`config.mk`:
```
export PLATFORM = sky130hd
export DESIGN_NAME = rsq_ctrl
export DESIGN_NICKNAME = d
export VERILOG_FILES = /design/src/rtl/assert_macros.svh /design/src/rtl/rsq_pkg.sv /design/src/rtl/rsq_ctrl.sv
export SDC_FILE = /design/constraint.sdc
export NUM_CORES = 1
export LEC_CHECK = 0
export ABC_AREA = 1
export BUFFER_PORTS_ARGS = -buffer_cell sky130_fd_sc_hd__buf_4
export CAP_MARGIN = 20
export CORE_MARGIN = 2
export CORE_UTILIZATION = 51
export DETAILED_ROUTE_END_ITERATION = 10
export PLACE_DENSITY_LB_ADDON = 0.25
export SLEW_MARGIN = 20
export SYNTH_ARGS = -nofsm -noshare
export SYNTH_HDL_FRONTEND = slang
export SYNTH_SLANG_ARGS = --single-unit
```
`constraint.sdc`:
```
create_clock -name i_clk -period 4 [get_ports i_clk]
set_input_delay 0.6 -clock i_clk [delete_from_list [all_inputs] [get_ports i_clk]]
set_output_delay 0.6 -clock i_clk [all_outputs]
set_load 0.05 [all_outputs]
```
`src/rtl/assert_macros.svh`:
```
// assertion macros used by the rtl datapath
`ifndef ASSERT_MACROS_SVH
`define ASSERT_MACROS_SVH
`ifndef SYNTH
`define RSQ_ASSERT(label, clk, rst_n, prop) \
    label: assert property (@(posedge clk) disable iff (!rst_n) prop) \
        else $error("rsq assertion failed");
`define RSQ_NEVER(label, clk, rst_n, cond) \
    label: assert property (@(posedge clk) disable iff (!rst_n) !(cond)) \
        else $error("rsq forbidden condition");
`else
`define RSQ_ASSERT(label, clk, rst_n, prop)
`define RSQ_NEVER(label, clk, rst_n, cond)
`endif
`endif

```
`src/rtl/rsq_pkg.sv`:
```
// shared types and codes of the rpn stack and queue calculator
package rsq_pkg;

    localparam int DATA_W    = 32;
    localparam int NUM_W     = 31;
    localparam int MODE_W    = 4;
    localparam int STAT_W    = 3;
    localparam int CNT_OUT_W = 7;

    localparam logic [MODE_W-1:0] MODE_PUSH = 4'd0;
    localparam logic [MODE_W-1:0] MODE_ADD  = 4'd1;
    localparam logic [MODE_W-1:0] MODE_SUB  = 4'd2;
    localparam logic [MODE_W-1:0] MODE_MUL  = 4'd3;
    localparam logic [MODE_W-1:0] MODE_DIV  = 4'd4;
    localparam logic [MODE_W-1:0] MODE_TOP  = 4'd5;
    localparam logic [MODE_W-1:0] MODE_POP  = 4'd6;
    localparam logic [MODE_W-1:0] MODE_DUP  = 4'd7;
    localparam logic [MODE_W-1:0] MODE_COND = 4'd8;
    localparam logic [MODE_W-1:0] MODE_ENQ  = 4'd9;
    localparam logic [MODE_W-1:0] MODE_DEQ  = 4'd10;
    localparam logic [MODE_W-1:0] MODE_SAVE = 4'd11;
    localparam logic [MODE_W-1:0] MODE_LOAD = 4'd12;

    localparam logic [STAT_W-1:0] ST_OK      = 3'd0;
    localparam logic [STAT_W-1:0] ST_FEW     = 3'd1;
    localparam logic [STAT_W-1:0] ST_DIV0    = 3'd2;
    localparam logic [STAT_W-1:0] ST_SFULL   = 3'd3;
    localparam logic [STAT_W-1:0] ST_QEMPTY  = 3'd4;
    localparam logic [STAT_W-1:0] ST_QFULL   = 3'd5;
    localparam logic [STAT_W-1:0] ST_UNKNOWN = 3'd6;

    // stack write address select
    localparam logic [1:0] SA_CNT = 2'd0;
    localparam logic [1:0] SA_M2  = 2'd1;
    localparam logic [1:0] SA_M3  = 2'd2;

    // stack write data select
    localparam logic [2:0] SD_NUM  = 3'd0;
    localparam logic [2:0] SD_RES  = 3'd1;
    localparam logic [2:0] SD_SRD  = 3'd2;
    localparam logic [2:0] SD_COND = 3'd3;
    localparam logic [2:0] SD_QRD  = 3'd4;

    // stack count update
    localparam logic [2:0] CNT_HOLD = 3'd0;
    localparam logic [2:0] CNT_INC  = 3'd1;
    localparam logic [2:0] CNT_DEC  = 3'd2;
    localparam logic [2:0] CNT_DEC2 = 3'd3;

    typedef struct packed {
        logic              take_num;
        logic [1:0]        srd_off;
        logic              cap_b;
        logic              cap_a;
        logic              alu;
        logic [MODE_W-1:0] alu_op;
        logic              div_start;
        logic              div_cap;
        logic              sw_en;
        logic [1:0]        sw_addr;
        logic [2:0]        sw_data;
        logic [2:0]        cnt_op;
        logic              qwr;
        logic              qpop;
        logic              copy_clr;
        logic              copy_save;
        logic              copy_load;
        logic              save_regs;
        logic              load_regs;
        logic              out_load;
        logic [STAT_W-1:0] status;
        logic              top_ok;
    } t_dp_cmd;

    typedef struct packed {
        logic cnt_zero;
        logic cnt_lt2;
        logic cnt_lt3;
        logic cnt_full;
        logic q_empty;
        logic q_full;
        logic b_zero;
        logic div_done;
        logic copy_done;
        logic out_busy;
    } t_dp_stat;

endpackage

```
`src/rtl/rsq_ctrl.sv`:
```
// controller: sequences each command over the datapath
module rsq_ctrl
    import rsq_pkg::*;
(
    input  logic              i_clk,
    input  logic              i_rst_n,
    input  logic              i_valid,
    output logic              o_ready,
    input  logic [MODE_W-1:0] i_mode,
    input  t_dp_stat          i_stat,
    output t_dp_cmd           o_cmd
);
    localparam logic [3:0] S_IDLE = 4'd0;
    localparam logic [3:0] S_DEC  = 4'd1;
    localparam logic [3:0] S_B    = 4'd2;
    localparam logic [3:0] S_A    = 4'd3;
    localparam logic [3:0] S_EX   = 4'd4;
    localparam logic [3:0] S_DIV  = 4'd5;
    localparam logic [3:0] S_WR   = 4'd6;
    localparam logic [3:0] S_C    = 4'd7;
    localparam logic [3:0] S_Q    = 4'd8;
    localparam logic [3:0] S_COPY = 4'd9;
    localparam logic [3:0] S_FIN  = 4'd10;

    logic [3:0]        r_state, n_state;
    logic [MODE_W-1:0] r_mode;
    logic [STAT_W-1:0] r_status, n_status;
    logic              r_topok, n_topok;

    assign o_ready = (r_state == S_IDLE);

    always_ff @(posedge i_clk) begin
        if (!i_rst_n) begin
            r_state  <= S_IDLE;
            r_status <= ST_OK;
            r_topok  <= 1'b0;
        end else begin
            r_state  <= n_state;
            r_status <= n_status;
            r_topok  <= n_topok;
        end
    end

    always_ff @(posedge i_clk) begin
        if (o_ready && i_valid) r_mode <= i_mode;
    end

    always_comb begin
        o_cmd        = '0;
        o_cmd.alu_op = r_mode;
        o_cmd.status = r_status;
        o_cmd.top_ok = r_topok;
        n_state      = r_state;
        n_status     = r_status;
        n_topok      = r_topok;
        case (r_state)
            S_IDLE: begin
                if (i_valid) begin
                    o_cmd.take_num = 1'b1;
                    n_state        = S_DEC;
                end
            end
            S_DEC: begin
                n_status = ST_OK;
                n_topok  = 1'b0;
                n_state  = S_FIN;
                case (r_mode)
                    MODE_PUSH: begin
                        if (i_stat.cnt_full) begin
                            n_status = ST_SFULL;
                        end else begin
                            o_cmd.sw_en   = 1'b1;
                            o_cmd.sw_addr = SA_CNT;
                            o_cmd.sw_data = SD_NUM;
                            o_cmd.cnt_op  = CNT_INC;
                        end
                    end
                    MODE_ADD, MODE_SUB, MODE_MUL, MODE_DIV: begin
                        if (i_stat.cnt_lt2) begin
                            n_status = ST_FEW;
                        end else begin
                            o_cmd.srd_off = 2'd1;
                            n_state       = S_B;
                        end
                    end
                    MODE_TOP: begin
                        if (i_stat.cnt_zero) begin
                            n_status = ST_FEW;
                        end else begin
                            o_cmd.srd_off = 2'd1;
                            n_state       = S_B;
                        end
                    end
                    MODE_POP: begin
                        if (i_stat.cnt_zero) n_status = ST_FEW;
                        else o_cmd.cnt_op = CNT_DEC;
                    end
                    MODE_DUP: begin
                        if (i_stat.cnt_zero) begin
                            n_status = ST_FEW;
                        end else if (i_stat.cnt_full) begin
                            n_status = ST_SFULL;
                        end else begin
                            o_cmd.srd_off = 2'd1;
                            n_state       = S_B;
                        end
                    end
                    MODE_COND: begin
                        if (i_stat.cnt_lt3) begin
                            n_status = ST_FEW;
                        end else begin
                            o_cmd.srd_off = 2'd1;
                            n_state       = S_B;
                        end
                    end
                    MODE_ENQ: begin
                        if (i_stat.cnt_zero) begin
                            n_status = ST_FEW;
                        end else if (i_stat.q_full) begin
                            n_status = ST_QFULL;
                        end else begin
                            o_cmd.srd_off = 2'd1;
                            n_state       = S_B;
                        end
                    end
                    MODE_DEQ: begin
                        if (i_stat.q_empty) n_status = ST_QEMPTY;
                        else if (i_stat.cnt_full) n_status = ST_SFULL;
                        else n_state = S_Q;
                    end
                    MODE_SAVE: begin
                        o_cmd.save_regs = 1'b1;
                        o_cmd.copy_clr  = 1'b1;
                        n_state         = S_COPY;
                    end
                    MODE_LOAD: begin
                        o_cmd.load_regs = 1'b1;
                        o_cmd.copy_clr  = 1'b1;
                        n_state         = S_COPY;
                    end
                    default: n_status = ST_UNKNOWN;
                endcase
            end
            S_B: begin
                o_cmd.cap_b = 1'b1;
                n_state     = S_FIN;
                case (r_mode)
                    MODE_ADD, MODE_SUB, MODE_MUL, MODE_DIV, MODE_COND: begin
                        o_cmd.srd_off = 2'd2;
                        n_state       = S_A;
                    end
                    MODE_TOP: n_topok = 1'b1;
                    MODE_DUP: begin
                        o_cmd.sw_en   = 1'b1;
                        o_cmd.sw_addr = SA_CNT;
                        o_cmd.sw_data = SD_SRD;
                        o_cmd.cnt_op  = CNT_INC;
                    end
                    MODE_ENQ: begin
                        o_cmd.qwr    = 1'b1;
                        o_cmd.cnt_op = CNT_DEC;
                    end
                    default: n_state = S_FIN;
                endcase
            end
            S_A: begin
                o_cmd.cap_a = 1'b1;
                if (r_mode == MODE_COND) begin
                    o_cmd.srd_off = 2'd3;
                    n_state       = S_C;
                end else begin
                    n_state = S_EX;
                end
            end
            S_EX: begin
                if (r_mode == MODE_DIV) begin
                    if (i_stat.b_zero) begin
                        // divisor dropped, dividend stays
                        o_cmd.cnt_op = CNT_DEC;
                        n_status     = ST_DIV0;
                        n_state      = S_FIN;
                    end else begin
                        o_cmd.div_start = 1'b1;
                        n_state         = S_DIV;
                    end
                end else begin
                    o_cmd.alu = 1'b1;
                    n_state   = S_WR;
                end
            end
            S_DIV: begin
                if (i_stat.div_done) begin
                    o_cmd.div_cap = 1'b1;
                    n_state       = S_WR;
                end
            end
            S_WR: begin
                o_cmd.sw_en   = 1'b1;
                o_cmd.sw_addr = SA_M2;
                o_cmd.sw_data = SD_RES;
                o_cmd.cnt_op  = CNT_DEC;
                n_state       = S_FIN;
            end
            S_C: begin
                o_cmd.sw_en   = 1'b1;
                o_cmd.sw_addr = SA_M3;
                o_cmd.sw_data = SD_COND;
                o_cmd.cnt_op  = CNT_DEC2;
                n_state       = S_FIN;
            end
            S_Q: begin
                o_cmd.sw_en   = 1'b1;
                o_cmd.sw_addr = SA_CNT;
                o_cmd.sw_data = SD_QRD;
                o_cmd.cnt_op  = CNT_INC;
                o_cmd.qpop    = 1'b1;
                n_state       = S_FIN;
            end
            S_COPY: begin
                o_cmd.copy_save = (r_mode == MODE_SAVE);
                o_cmd.copy_load = (r_mode != MODE_SAVE);
                if (i_stat.copy_done) n_state = S_FIN;
            end
            S_FIN: begin
                if (!i_stat.out_busy) begin
                    o_cmd.out_load = 1'b1;
                    n_state        = S_IDLE;
                end
            end
            default: n_state = S_IDLE;
        endcase
    end
endmodule

```
==> impl.org <==
** Outcome
- Result of the run :: finished, final reports clean

** Timing
- Relative slew slack :: 50.2%
- Setup repair after global routing left no endpoint under its margin.
- Final max-slew violation count :: 0
- Number of hold violations in the final report :: 0
- Counting I/O delays and the setup requirement, the final critical path takes 2420 ps.
- Min setup slack post-route :: 1580 ps
- At the pin with the least slew margin, the transition time is 741 ps.
- On the final layout, the worst clock skew is 3.19 ps.
- Upper clock frequency limit :: 413 MHz
- Setup Viol. Count Final :: 0
- After layout, the worst path uses 60.6% of the clock period.
- In the final timing run, aggregate negative setup slack is 0 ps.

** Setup path
- For this design, the slowest cell found on the critical path is nor3_1.
- For the worst flop-to-flop path, the logic depth is 3.
- Worst path max stage delay :: 650 ps
- The worst setup path is of the flip-flop to output pin kind.
- Required time at the worst-slack endpoint :: 3400 ps
- STA classifies the critical path startpoint as a flip-flop.
- Cell chain of the critical path :: inv_1, nand2_2, nor3_1, buf_4
- STA classifies the critical path endpoint as an output pin.
- Largest fanout on the critical path :: 5
- Cell class contributing the biggest share of worst-path delay :: simple AND/OR/NAND/NOR gates
- RR Endpoint :: r_mode[2]$_DFFE_PP_
- At the worst endpoint, the arrival time is 1820 ps.
- In this run the critical register-to-register path is launched from r_state[3]$_SDFFE_PN0P_.
- Across all register-to-register paths, the minimum setup slack is 2400 ps.
- The critical path contains buffers and inverters numbering 2 combined.

** Power and ir drop
- Power spread over the standard cell area amounts to 694 nW/um2.
- For this design the static power due to leakage is 0.851 nW.
- The worst-case IR drop observed on VDD is 0.521 mV.

** Die
- The floorplan has 17 rows.
- The die covers 2660 um2.
- In this run the vertical extent of the chip is 51.5 um.
- 51 I/O pins were placed.
- Core Footprint :: 2170 um2
- Measured along the x axis, the die boundary spans 51.5 um.
- Once the floorplan was initialized, standard cells occupied 53.1% of the core.

** Yosys
- When the netlist entered floorplanning its net count stood at 208.
- During synthesis, Yosys emitted a total of 0 warnings.
- In this run, distinct cell masters in the synthesized netlist total 30.
- Synthesized flop and latch total :: 12
- The synthesized netlist occupies a cell area of 1150 um2.
- Avg Synthesized Cell Area :: 6.03 um2
- After technology mapping, the gate count stands at 191.
- After synthesis, flip-flops and latches occupy 24.3% of the total area.

** Clock tree
- After clock tree synthesis, the clock-pin slew on the worst setup and hold paths is 70 ps.
- In this run the number of H-tree levels came out at 1.
- Cell chosen for the clock root :: clkbuf_4
- TritonCTS clock tree :: yes
- No sink is reached through more buffers than the 2 on the longest clock path.
- Number of setup buffers added after CTS :: 0
- Post-CTS resize count :: 0
- For this design, the CTS-stage hold fixing added 0 buffers.
- Num Clock Sinks :: 12
- Inserted Clock Buffers :: 3
- At the later pin of the worst-skew pair, clock insertion delay measures 270 ps.

** GRT
- Entering global routing, the biggest net connects 9 pins.
- Number of global-route vias before repair :: 1189
- GRT Resource Usage Total :: 25.7%
- Wire length of the first global-routing pass :: 5.14 mm
- Remaining Overflow, GRT :: 0
- The initial antenna violation count is 0.

** Route
- The routed layout has 1381 vias.
- Summed over all layers, the routed wires come to 3.26 mm.
- For this run, design rule violations remaining after detail routing come to 0.
- Avg Vias per Cell :: 5.13
- Iteration count of the initial detailed-routing pass :: 5
- ANT nets after route :: 0
- After the first detailed-routing iteration, the DRC count stood at 83.
- WL per Instance :: 12.1 um

** Job
- Max-cap violations :: 0

** Cells and area
- Area grow syn2layout :: 35.3%
- After filler insertion, the fill cell instance count of the layout stands at 194.
- Fin nets :: 259
- Share of cells above drive strength 1 :: 33.2%
- Summing all multi-input logic gate instances after layout gives 724 um2.
- The number of antenna diodes in the final layout is 0.
- Summing all flip-flop and latch instances after layout gives 280 um2.

** Placement
- Buffers placed on the I/O ports in this run total 49.
- Before CTS, the worst setup slack after placement is 1760 ps.
- Weighted congestion at the end of routability-driven global placement :: 0.985
- DP HPWL :: 2.68 mm

** Worst hold path
- The worst hold path terminates at r_topok$_SDFFE_PN0P_.
- Hold Crit Class :: flip-flop to flip-flop
- The startpoint identified for the worst hold timing path is r_topok$_SDFFE_PN0P_.
- Along the worst hold path, the cell count comes to 2.
==> area by class of cell <==
cell class | count | share of cell area (%)
clock buffers | 4 | 1.69
inverters | 33 | 8.03
multi-input cells | 143 | 46.5
flip-flops and latches | 12 | 18.0
well taps | 28 | 2.25
repair buffers | 49 | 23.6
==> cells by family (layout without fill, tap and decap cells) <==
group	count (synthesis)	after routing	synth area share [%]
buf+inv	36	86	12.8
simple gates	118	118	50.9
flops	12	12	24.3
other cells	1	1	0.325
compound gates	24	24	11.6
==> where the power goes <==
part           switching (mW)  internal (mW)
clock                  0.0370         0.0386
sequential             0.0505          0.169
combinational           0.564          0.223
==> synth_stat cells <==
cell type	number	share of area [%]
a21oi_2	2	1.5
buf_4	3	2.0
nand3_2	1	0.87
edfxtp_1	4	10
inv_2	6	2.0
nand3b_1	1	0.65
nand2_4	1	0.98
a31oi_1	2	1.1
nor4_1	1	0.54
inv_1	25	8.1
nor2_2	2	1.1
nor3_4	1	1.4
dfxtp_1	8	14
nor3_1	5	2.2
clkinv_2	1	0.43
clkinv_1	1	0.33
o21ai_0	4	1.7
nand4_1	1	0.54
nand2_1	41	13
a21oi_1	9	3.9
o311ai_1	1	0.76
or2_1	1	0.54
conb_1	1	0.33
or3_1	1	0.54
nand2_2	8	4.3
nand3_1	17	7.4
nor2_4	5	4.9
o21ai_1	6	2.6
nor2_1	31	10
nand3_4	1	1.5
==> layer usage <==
layer	vias to the layer above	track usage (%)	part of all wire [%]	wire, um
met5	-	0	0	0
li1	714	-	-	-
met2	65	40.2	46	1490
met1	600	37.2	46	1510
met3	2	1.72	7.6	247
met4	0	9.65	0.40	13
==> sequential cells by signal, summed over array words and instances (netlist names) <==
name	cells
r_mode	4
r_state	4
r_status	3
r_topok	1
==> worst max path at each step <==
stage	start	end	slack [ps]	cells past startpoint
floorplan	r_state[0]$_SDFFE_PN0P_	o_cmd[20]	680	5
global placement	i_valid	o_cmd[32]	1750	4
detailed placement	i_valid	o_cmd[32]	1760	4
CTS	r_state[0]$_SDFFE_PN0P_	o_cmd[13]	1590	8
global route	r_state[3]$_SDFFE_PN0P_	o_cmd[32]	1420	4
finish	r_state[3]$_SDFFE_PN0P_	o_cmd[32]	1580	4
==> stage by stage <==
step	cells	util [%]	hold WS [ps]	cell area, um2	total power, mW
after global placement	265	70.6	464	1530	0.993
after CTS	269	71.9	499	1560	1.08
final	269	71.9	495	1560	1.08
after detailed placement	265	70.6	483	1530	1.00
after floorplan	191	-	445	1150	0.809
after global routing	269	71.9	496	1560	1.16
==> placed cells by master, fill, tap and decap left out, types with 2 or more instances in the layout <==
| master | netlist | final |
|---|---|---|
| buf_4 | 3 | 49 |
| nand2_1 | 41 | 41 |
| nor2_1 | 31 | 31 |
| inv_1 | 25 | 25 |
| nand3_1 | 17 | 17 |
| a21oi_1 | 9 | 9 |
| nand2_2 | 8 | 8 |
| dfxtp_1 | 8 | 8 |
| inv_2 | 6 | 6 |
| o21ai_1 | 6 | 6 |
| nor2_4 | 5 | 5 |
| nor3_1 | 5 | 5 |
| o21ai_0 | 4 | 4 |
| edfxtp_1 | 4 | 4 |
| clkbuf_4 | 0 | 3 |
| a31oi_1 | 2 | 2 |
| nor2_2 | 2 | 2 |
| a21oi_2 | 2 | 2 |
==> worst min-delay path: stages (launching register included) <==
cell and delay, ps:
dfxtp_1 330, nand2_1 60, a21oi_1 60
Power figures use the tool's default switching activity.
